[src/design/periodic_task_alarm_scheduler_top_defines.svh]
// Assertion macros shared by the scheduler RTL.
// Define NO_ASSERTIONS to compile them away.
`ifndef PERIODIC_TASK_ALARM_SCHEDULER_TOP_DEFINES_SVH
`define PERIODIC_TASK_ALARM_SCHEDULER_TOP_DEFINES_SVH
`ifndef NO_ASSERTIONS
`define PTAS_ASSERT(name, prop, msg) \
	name: assert property (@(posedge clk) disable iff (!arst_n) prop) else $error(msg);
`define PTAS_ASSERT_ALWAYS(name, prop, msg) \
	name: assert property (@(posedge clk) prop) else $error(msg);
`else
`define PTAS_ASSERT(name, prop, msg)
`define PTAS_ASSERT_ALWAYS(name, prop, msg)
`endif
`endif

[src/design/ptas_ram.sv]
`default_nettype none
module ptas_ram #(
	parameter int WIDTH = 8,
	parameter int DEPTH = 8
) (
	input  wire logic                                         clk,
	input  wire logic                                         we,
	input  wire logic [((DEPTH > 1) ? $clog2(DEPTH) : 1)-1:0] waddr,
	input  wire logic [WIDTH-1:0]                             wdata,
	input  wire logic [((DEPTH > 1) ? $clog2(DEPTH) : 1)-1:0] raddr,
	output logic      [WIDTH-1:0]                             rdata
);

	logic [WIDTH-1:0] mem [DEPTH];

	always_ff @(posedge clk) begin
		if (we) begin
			mem[waddr] <= wdata;
		end
		rdata <= mem[raddr];
	end

endmodule
`default_nettype wire

[config.mk]
export PLATFORM = sky130hd
export DESIGN_NAME = ptas_ram
export DESIGN_NICKNAME = d
export VERILOG_FILES = /design/src/design/periodic_task_alarm_scheduler_top_defines.svh /design/src/design/ptas_ram.sv
export SDC_FILE = /design/constraint.sdc
export NUM_CORES = 1
export LEC_CHECK = 0
export BUFFER_PORTS_ARGS = -buffer_cell sky130_fd_sc_hd__buf_2
export CORE_MARGIN = 2
export CORE_UTILIZATION = 35
export DETAILED_ROUTE_END_ITERATION = 10
export GPL_TIMING_DRIVEN = 0
export PLACE_DENSITY = 0.59
export SYNTH_ARGS = -nofsm -noshare
export SYNTH_HDL_FRONTEND = slang
export SYNTH_SLANG_ARGS = --single-unit
export TNS_END_PERCENT = 100
[constraint.sdc]
create_clock -name clk -period 1.4 [get_ports clk]
set_clock_uncertainty 0.05 [all_clocks]
set_input_delay 0.28 -clock clk [delete_from_list [all_inputs] [get_ports clk]]
set_output_delay 0.28 -clock clk [all_outputs]
set_load 0.1 [all_outputs]
# Word-level counts from Yosys, hierarchy flattened
# Memory sizes are Yosys's and may differ from the RTL's. A register that Yosys moved wholly into a read port is not among the register bits.
# Cells that the tools add are included.
[classes]
mux = 2
[ops]
columns = ["op", "count"]
rows = [
  ["$mux 1", 2],
]
[word_totals]
input_bits = 16
mem_bits_rw = 64
ff_bits = 0
mem_count = 1
out_inout_bits = 8
[mem_list]
columns = ["memory", "depth", "word_bits", "read_ports", "rd_clocked_by_memory_dff", "write_ports", "line", "source"]
rows = [
  ["mem", 8, 8, 1, 1, 1, "ptas_ram.sv:14", "logic [WIDTH-1:0] mem [DEPTH];"],
]

# Depth between registers and ports, before layout
# Gate-level depths: netlist (run 1).
[depth]
depth_word = 2
ltp_mapped = 4
depth_no_buf = 2

# Worst setup path after synthesis (run 1)
# Ideal clock, no wire load.
[synth_path]
path_type = "input to register"
startpoint = "input waddr[2] in the netlist's numbering"
endpoint = "memory mem[0][0] (enable)"
t_arrival_ns = 1.057
n_path_buf = 0
setup_slack_ns = -0.091
setup_ns = 0.383
path_stages = 2
cell_sequence = "nand2b_1 > nor3_1"
[synth_lines]
columns = ["item", "line", "source"]
rows = [
  ["start, declared", "ptas_ram.sv:8", "input wire logic [((DEPTH > 1) ? $clog2(DEPTH) : 1)-1:0] waddr,"],
  ["end, declared", "ptas_ram.sv:14", ""],
]
# Straight into the memory's write port.

# Worst setup path after layout (run 1)
[layout_path]
startpoint = "input waddr[1] in the netlist's numbering"
endpoint = "memory mem[5][4] (enable)"
# Straight into the memory's write port.

==> flow_summary.yaml, run 1 <==
place:
  pre_cts_slack_ps: -703
  io_buffers: 20
  dp.cells: 233
  gp_congestion: 0.671
timing:
  drv_slew: 0
  setup_violations: 0
  fmax_ghz: 0.721
  min_period_over_period: 0.991
  final-hold-violation-count: 0
  layout_setup_ws_ps: 12.1
  min_period_ps: 1390
  max-slew-margin-rel: 0.377
  timing.hold.ws_ps: 170
  rsz0062_at_grt: "true"
  worst_slew_pin_slew_ps: 931
yosys:
  yosysTopAreaCell: "edfxtp_1"
  synth_seq_area_share: 0.774
  synth_top_area_share: 0.714
  ys_ff_latch: 72
  synthSimpleGateAreaFrac: 0.0219
  synth_compound_area_frac: 0
  synth_area_per_cell_um2: 23.6
  yosys_warnings: 0
  synth_xor_area_frac: 0
  yosys.area_share.adder: 0
  synthesis.area_um2: 2690
  synth_area_leaders: "edfxtp_1 (71%), mux4_1 (15%), dfxtp_1 (6.0%)"
  syn-num-nets: 130
  yosys.cell_types.count: 14
  synth.area.mux_share: 0.188
  synth_top_family_by_area: "multiplexers"
  syn_inst: 114
critical_path:
  cp-start-kind: "primary input"
  critPathMaxFanout: 8
  crit_arrival_ps: 1290
  worstSetupPathType: "in -> reg"
  end_kind: "flip-flop"
  required_ps: 1300
floorplanning:
  core-area_um2: 7330
  num_rows: 31
  io_pins: 24
  initial_core_util: 0.367
  die_h_um: 91.7
  die_area_um2: 8410
  fp.dieW_um: 91.7
final_layout:
  multi_input_area_um2: 582
  fin_nets: 161
  final_util: 0.428
  register_area_um2: 2080
  drive_above_1_share: 0.329
  diodes: 0
  fillCellCount: 630
  fin_cells: 248
  area_growth_pct: 16.6
global_routing:
  grt_overflow: 0
  grt_max_degree: 12
  grt_pass1_wl_mm: 7.01
  grt_usage: 0.119
  grt_pass1_vias: 1303
  antenna_found_initial: 0
cts:
  htreeDepth: 3
  cts_buffers: 9
  clock_sinks: 72
  clk_latency_ps: 330
  clkTransAtPathRegs_ps: 70
  clockRootBuffer: "clkbuf_8"
  post_cts_buffers: 0
  max-clock-path-buffers: 2
  cts_tree: "built"
drt:
  detail-route-antenna-nets: 0
  via_count: 1188
  drc: 0
  wl_per_cell_um: 18.1
  firstDrtPassIters: 5
  wl_mm: 4.48
  drt-initial-drc-count: 55
  viasPerCell: 4.79
min_path:
  hold_path.class: "in -> reg"
job:
  maxCapViolCount: 0
pwr:
  peakVddDrop_uv: 394
  leakagePower_nw: 1.08
  p_per_area_nw_per_um2: 1390
status:
  status: "finished clean"
-- sequential cells by signal (all words and copies together) (netlist names) --
signal  cells
mem        64
rdata       8
-- cell usage after synthesis (all sizes together) --
| master | number |
|---|---|
| dfxtp | 8 |
| edfxtp | 64 |
| buf | 4 |
| clkbuf | 1 |
| nor2 | 6 |
| nand2 | 2 |
| mux4 | 16 |
| nand2b | 3 |
| mux2 | 8 |
| nor3 | 2 |
-- where the power goes --
group	leakage, nW	internal, mW	switching, mW	total, mW
clock	0.0933	0.798	0.676	1.47
sequential	0.649	2.43	0.0179	2.44
combinational	0.334	0.137	0.296	0.434
total	1.08	3.36	0.991	4.35
-- metal layers --
layer / share of wire / global-route usage
met2: 0.53 / 0.199
met1: 0.42 / 0.135
met3: 0.042 / 0.0427
met4: 0.010 / 0.0560
met5: 0 / 0
-- placed cells by master, fill, tap and decap left out --
cell	count
dfxtp_1	8
mux2_4	2
clkinv_2	3
nor3_2	2
buf_2	12
bufinv_16	1
nor2_2	1
clkbuf_8	9
mux4_1	14
mux2_2	6
buf_4	4
nor2_1	5
buf_12	2
mux4_2	2
edfxtp_1	64
clkbuf_4	5
clkinv_1	1
nand2b_1	3
clkbuf_1	2
nand2_1	2
buf_1	1
-- stage by stage --
stage	cell area (um^2)	total power [mW]	setup TNS, ps
6_report	3140	4.35	0
3_3_place_gp	2940	2.90	-21690
2_1_floorplan	2710	2.81	-317
5_1_grt	3140	4.51	-593
4_1_cts	3130	4.39	0
3_5_place_dp	2940	2.92	-24210
-- worst max-delay path, stage by stage --
cell	delay, ps
buf_2	130
nand2b_1	160
nor2_1	710
-- area by class of cell --
type                    count  area share
multi-input cells          37       0.185
plain buffers               5      0.0175
repair buffers             20      0.0383
clock buffers              10      0.0407
clock inverters             5      0.0155
flip-flops and latches     72       0.663
well taps                  99      0.0395
-- timing repair --
action / CTS / global route
gates resized for setup: 5 / 5
hold buffers: 0 / 0
endpoints found under the setup margin: 19 / 21
hold endpoints to repair: 0 / 0
gates cloned: 0 / 0
-- worst paths after layout --
| path | start | to | slack (ps) | depth (start not counted) |
|---|---|---|---|---|
| min reg2reg | mem[2][4] | rdata[4] | 620 | 2 |
| max reg2reg | mem[0][1] | rdata[1] | 70 | 2 |
| min | wdata[4] | mem[6][4] | 170 | 1 |
| max | waddr[1] | mem[5][4] | 10 | 3 |
-- logic make-up (layout without fill, tap and decap cells) --
family                 count (synthesis)  in the layout
flip-flops                            72             72
multiplexers                          24             24
AND/OR/NAND/NOR                       13             13
buffers and inverters                  5             40
Power figures use the tool's default switching activity.
==> inputs of run 2 (changes only) <==
--- a/config.mk
+++ b/config.mk
@@ -6,11 +6,14 @@
 export NUM_CORES = 1
 export LEC_CHECK = 0
 export BUFFER_PORTS_ARGS = -buffer_cell sky130_fd_sc_hd__buf_2
+export CELL_PAD_IN_SITES_DETAIL_PLACEMENT = 0
+export CELL_PAD_IN_SITES_GLOBAL_PLACEMENT = 2
 export CORE_MARGIN = 2
 export CORE_UTILIZATION = 35
+export CTS_CLUSTER_DIAMETER = 120
 export DETAILED_ROUTE_END_ITERATION = 10
 export GPL_TIMING_DRIVEN = 0
-export PLACE_DENSITY = 0.59
+export PLACE_DENSITY = 0.7
 export SYNTH_ARGS = -nofsm -noshare
 export SYNTH_HDL_FRONTEND = slang
 export SYNTH_SLANG_ARGS = --single-unit
==> run 2 against run 1 <==
Against the previous run: final area is 0.24% higher; cell count is 0.81% higher; first-iteration DRC count is 36% lower; via count is 0.34% lower; sequential share of layout area is 0.16 points lower; power is 1.3% lower; non-clock buffer count is 1 higher; fmax is 3.0% higher; flip-flop and latch count stayed put; largest cell class unchanged.
==> flow_summary.yaml, run 2 (synthesis results as in run 1) <==
status:
  status: "finished clean"
critical_path:
  cp-start-kind: "primary input"
  r2r_cells: 2
  end_kind: "flip-flop"
  regToRegEndpoint: "rdata[4]"
  crit_arrival_ps: 1260
  reg2reg_slack_ps: 100
  worstSetupPathType: "in -> reg"
  r2r_start: "mem[2][4]"
  critPathMaxFanout: 8
  required_ps: 1310
drt:
  via_count: 1184
  viasPerCell: 4.74
  drc: 0
  drt-initial-drc-count: 35
  firstDrtPassIters: 4
  wl_mm: 4.33
  wl_per_cell_um: 17.3
  detail-route-antenna-nets: 0
pwr:
  intPower_mw: 3.29
  p_per_area_nw_per_um2: 1370
  seqPwrFrac: 0.568
  p_comb_frac: 0.102
  p_sw_mw: 1.01
  peakVddDrop_uv: 326
  leakagePower_nw: 1.08
  pwr-share-clk: 0.330
  switching_share: 0.234
cts:
  cts_tree: "built"
  clkTransAtPathRegs_ps: 70
  htreeDepth: 3
  max-clock-path-buffers: 2
  cts_hold_buf: 0
  clock_sinks: 72
  cts_buffers: 9
  clockRootBuffer: "clkbuf_8"
  clk_latency_ps: 340
final_layout:
  multi_input_area_um2: 584
  register_area_um2: 2080
  largest_reg_flops: 64
  drive_above_1_share: 0.344
  diodes: 0
  area_growth_pct: 16.9
  mostFrequentLayoutCell: "edfxtp_1"
  biggestRegsByFlops: "mem: 64 flops, rdata: 8 flops"
  fin_cells: 250
  fillCellCount: 629
  fin_nets: 162
  most-common-layout-cells: "edfxtp_1 (64), mux4_1 (14), buf_2 (12)"
  top_register: "mem"
min_path:
  hold_path.class: "in -> reg"
  whs_path_depth: 1
  hold_end: "mem[7][7]"
  hold_start: "wdata[7]"
place:
  io_buffers: 20
  gp_congestion: 0.649
  dp.cells: 234
  hpwl_mm: 2.89
timing:
  fmax_ghz: 0.742
  drv_slew: 0
  max-slew-margin-rel: 0.433
  final-hold-violation-count: 0
  min_period_over_period: 0.963
  worst_slew_pin_slew_ps: 846
  fin_tns_setup_ps: 0
  setup_violations: 0
  min_period_ps: 1350
  rsz0062_at_grt: "true"
floorplanning:
  io_pins: 24
  die_h_um: 91.7
  num_rows: 31
  die_area_um2: 8410
  core-area_um2: 7330
  fp.dieW_um: 91.7
  initial_core_util: 0.367
global_routing:
  grt_usage: 0.113
  grt_max_degree: 12
  grt_pass1_vias: 1268
  grt_overflow: 0
  grt_pass1_wl_mm: 6.82
  antenna_found_initial: 0
job:
  maxCapViolCount: 0
[run 2: layout make-up]
| class | instances | area share |
|---|---|---|
| tap | 99 | 0.0394 |
| buffer | 5 | 0.0175 |
| clock inverter | 4 | 0.00596 |
| timing repair buffer | 21 | 0.0406 |
| clock buffer | 12 | 0.0493 |
| multi-input combinational | 37 | 0.186 |
| sequential | 72 | 0.662 |
[run 2: metal layers]
metal	part of all wire	global-route usage	routed length, um
met4	0.023	0.0597	100
met5	0	0	0
met2	0.51	0.184	2210
met1	0.41	0.135	1770
met3	0.055	0.0370	237
[run 2: worst max-delay path by stage]
stage,start,slack [ps],end,cells after the start
after detailed placement,waddr[2],-360,mem[2][4],3
final,waddr[2],50,mem[0][6],3
after global placement,we,-630,mem[4][2],3
after floorplan,raddr[0],-50,rdata[2],4
after CTS,rdata[0],2,rdata[0],1
after global routing,waddr[2],-50,mem[3][0],3
[run 2: what timing repair did]
item                       in CTS  in global routing
resized for setup               5                  6
setup endpoints to repair       7                 38
setup buffers                   0                  0
[run 2: worst max-delay path: stages]
cell      delay (ps)
buf_2            100
nand2b_1         210
nor3_2           670
[run 2: power by group through the flow]
stage | registers (mW) | logic (mW) | clock network [mW]
final | 2.44 | 0.436 | 1.42
after CTS | 2.44 | 0.435 | 1.45
after global routing | 2.45 | 0.460 | 1.52
after detailed placement | 2.49 | 0.427 | 0
after global placement | 2.48 | 0.417 | 0
after floorplan | 2.67 | 0.139 | 0
[run 2: stage by stage]
stage	util	cell area (um^2)	setup slack [ps]	total power [mW]	hold slack, ps
after floorplan	-	2710	-51.8	2.81	329
after global placement	0.400	2940	-630	2.90	494
after detailed placement	0.401	2940	-362	2.92	504
after CTS	0.427	3130	2.16	4.33	146
after global routing	0.429	3150	-46.7	4.43	154
final	0.429	3150	52.4	4.30	160
==> inputs of run 3 (changes only) <==
--- a/config.mk
+++ b/config.mk
@@ -5,15 +5,17 @@
 export SDC_FILE = /design/constraint.sdc
 export NUM_CORES = 1
 export LEC_CHECK = 0
+export ABC_AREA = 1
 export BUFFER_PORTS_ARGS = -buffer_cell sky130_fd_sc_hd__buf_2
 export CELL_PAD_IN_SITES_DETAIL_PLACEMENT = 0
 export CELL_PAD_IN_SITES_GLOBAL_PLACEMENT = 2
-export CORE_MARGIN = 2
-export CORE_UTILIZATION = 35
+export CORE_MARGIN = 8
+export CORE_UTILIZATION = 34
 export CTS_CLUSTER_DIAMETER = 120
 export DETAILED_ROUTE_END_ITERATION = 10
 export GPL_TIMING_DRIVEN = 0
-export PLACE_DENSITY = 0.7
+export PLACE_DENSITY = 0.8
+export REMOVE_ABC_BUFFERS = 1
 export SYNTH_ARGS = -nofsm -noshare
 export SYNTH_HDL_FRONTEND = slang
 export SYNTH_SLANG_ARGS = --single-unit
==> run 3 against run 2 <==
Against the previous run: final area rose by 8.3%; synthesized cell count rose to 2.7 times the previous value; critical path depth is the same; critical path type unchanged; via count rose by 53%; worst hold slack worse by 1.7 ps; highest routed layer unchanged; worst setup slack worse by 10 ps; sequential share of layout area is 5.1 points lower.
==> flow_summary.yaml, run 3 <==
status:
  status: "finished clean"
timing:
  worst_slew_pin_slew_ps: 1020
  fmax_ghz: 0.737
  rsz0062_at_grt: "true"
  layout_setup_ws_ps: 42.3
  min_period_over_period: 0.970
  min_period_ps: 1360
  final-hold-violation-count: 0
  max-slew-margin-rel: 0.316
  setup_violations: 0
  drv_slew: 0
pwr:
  p_per_area_nw_per_um2: 1280
  power_mw: 4.35
  peakVddDrop_uv: 463
  leakagePower_nw: 1.56
floorplanning:
  io_pins: 24
  num_rows: 34
  die_h_um: 111
  core-area_um2: 8720
  fp.dieW_um: 111
  die_area_um2: 12300
  initial_core_util: 0.350
yosys:
  synthesis.area_um2: 3050
  synth_area_per_cell_um2: 10.1
  synth_area_leaders: "edfxtp_1 (63%), nand2_1 (14%), inv_1 (8.4%)"
  synth_edf_count: 64
  yosys.cell_types.count: 11
  yosysMostFrequentCell: "nand2_1"
  ys_ff_latch: 72
  postSynth.asyncResetShare: 0
  synth_seq_area_share: 0.683
  yosys_warnings: 0
  synth_flop_cell: "edfxtp_1"
  yosysTopAreaCell: "edfxtp_1"
  syn_inst: 303
  synthTopCellsByCount: "nand2_1 (110), inv_1 (68), edfxtp_1 (64), nand3_1 (32)"
  synth_top_area_share: 0.630
critical_path:
  crit_arrival_ps: 1270
  end_kind: "flip-flop"
  worstSetupPathType: "in -> reg"
  required_ps: 1310
  critPathMaxFanout: 8
  cp-start-kind: "primary input"
drt:
  via_count: 1806
  wl_per_cell_um: 13.1
  wl_mm: 5.74
  firstDrtPassIters: 4
  drt-initial-drc-count: 58
  viasPerCell: 4.11
  detail-route-antenna-nets: 0
  drc: 0
global_routing:
  grt_pass1_vias: 1783
  grt_usage: 0.0988
  antenna_found_initial: 0
  grt_pass1_wl_mm: 9.28
  grt_overflow: 0
  grt_max_degree: 34
final_layout:
  mostFrequentLayoutCell: "nand2_1"
  fin_nets: 342
  area_growth_pct: 11.7
  biggestRegsByFlops: "mem: 64 flops, rdata: 8 flops"
  diodes: 0
  final_util: 0.391
  top_register: "mem"
  largest_reg_flops: 64
  most-common-layout-cells: "nand2_1 (110), inv_1 (68), edfxtp_1 (64)"
  drive_above_1_share: 0.136
place:
  pre_cts_slack_ps: -346
  gp_congestion: 0.691
  io_buffers: 23
  hpwl_mm: 3.27
job:
  maxCapViolCount: 0
cts:
  clock_sinks: 72
  post_cts_buffers: 0
  cts_tree: "built"
  clk_latency_ps: 340
  cts_buffers: 9
  max-clock-path-buffers: 2
  htreeDepth: 3
  clkTransAtPathRegs_ps: 70
  clockRootBuffer: "clkbuf_8"
min_path:
  hold_path.class: "in -> reg"
run 3: cell types whose count changed in the layout (fill, tap and decap cells not counted), sizes merged, moves of 6 or more:
| cell | change |
|---|---|
| mux4 | -16 |
| clkbuf | -6 |
| nand2 | +108 |
| mux2 | -8 |
| nand3 | +32 |
| inv | +71 |
run 3: path summary, 6_finish.rpt:
kind	from	slack, ps	depth (start not counted)	endpoint
worst max register to register	mem[2][2]	510	6	rdata[2]
worst min register to register	mem[0][5]	570	6	rdata[5]
worst max-delay path	we	40	3	mem[7][7]
worst min-delay path	wdata[3]	160	1	mem[7][3]
run 3: where the power goes:
part	internal [mW]	leakage, nW	switching (mW)
Clock	0.649	0.0789	0.786
Combinational	0.107	0.836	0.370
Sequential	2.42	0.649	0.0175
run 3: critical path, cell delays in order:
cell and delay [ps]:
buf_2 90, nand2_1 110, nor2_1 790
run 3: final cells by class:
cell class / instances / area, um^2
fill: 852 / 5310
clock buffer: 10 / 128
inverter: 70 / 265
timing repair buffer: 23 / 138
multi-input combinational: 150 / 616
clock inverter: 6 / 45.0
sequential: 72 / 2080
tap: 108 / 135
run 3: logic make-up after synthesis:
family	synth area share
simple gates	0.198
buf+inv	0.120
flops	0.683
run 3: metal layers:
layer | GRT usage | routed length, um | up-vias
met2 | 0.163 | 2820 | 35
met3 | 0.0298 | 237 | 9
met5 | 0 | 0 | -
met1 | 0.112 | 2570 | 786
li1 | - | - | 976
met4 | 0.0523 | 116 | 0
run 3: timing repair:
item,CTS,global route
hold buffers,0,0
endpoints found under the hold margin,0,0
gates resized for setup,8,6
gates cloned,0,0
setup endpoints to repair,8,40
run 3: stage by stage:
stage          std cells  area (um^2)  setup TNS, ps  hold WS (ps)
3_5_place_dp         423         3200         -21860           494
2_1_floorplan        292         2950              0           329
5_1_grt              439         3410          -31.5           143
6_report             439         3410              0           159
3_3_place_gp         423         3200         -21730           485
4_1_cts              439         3390              0           135
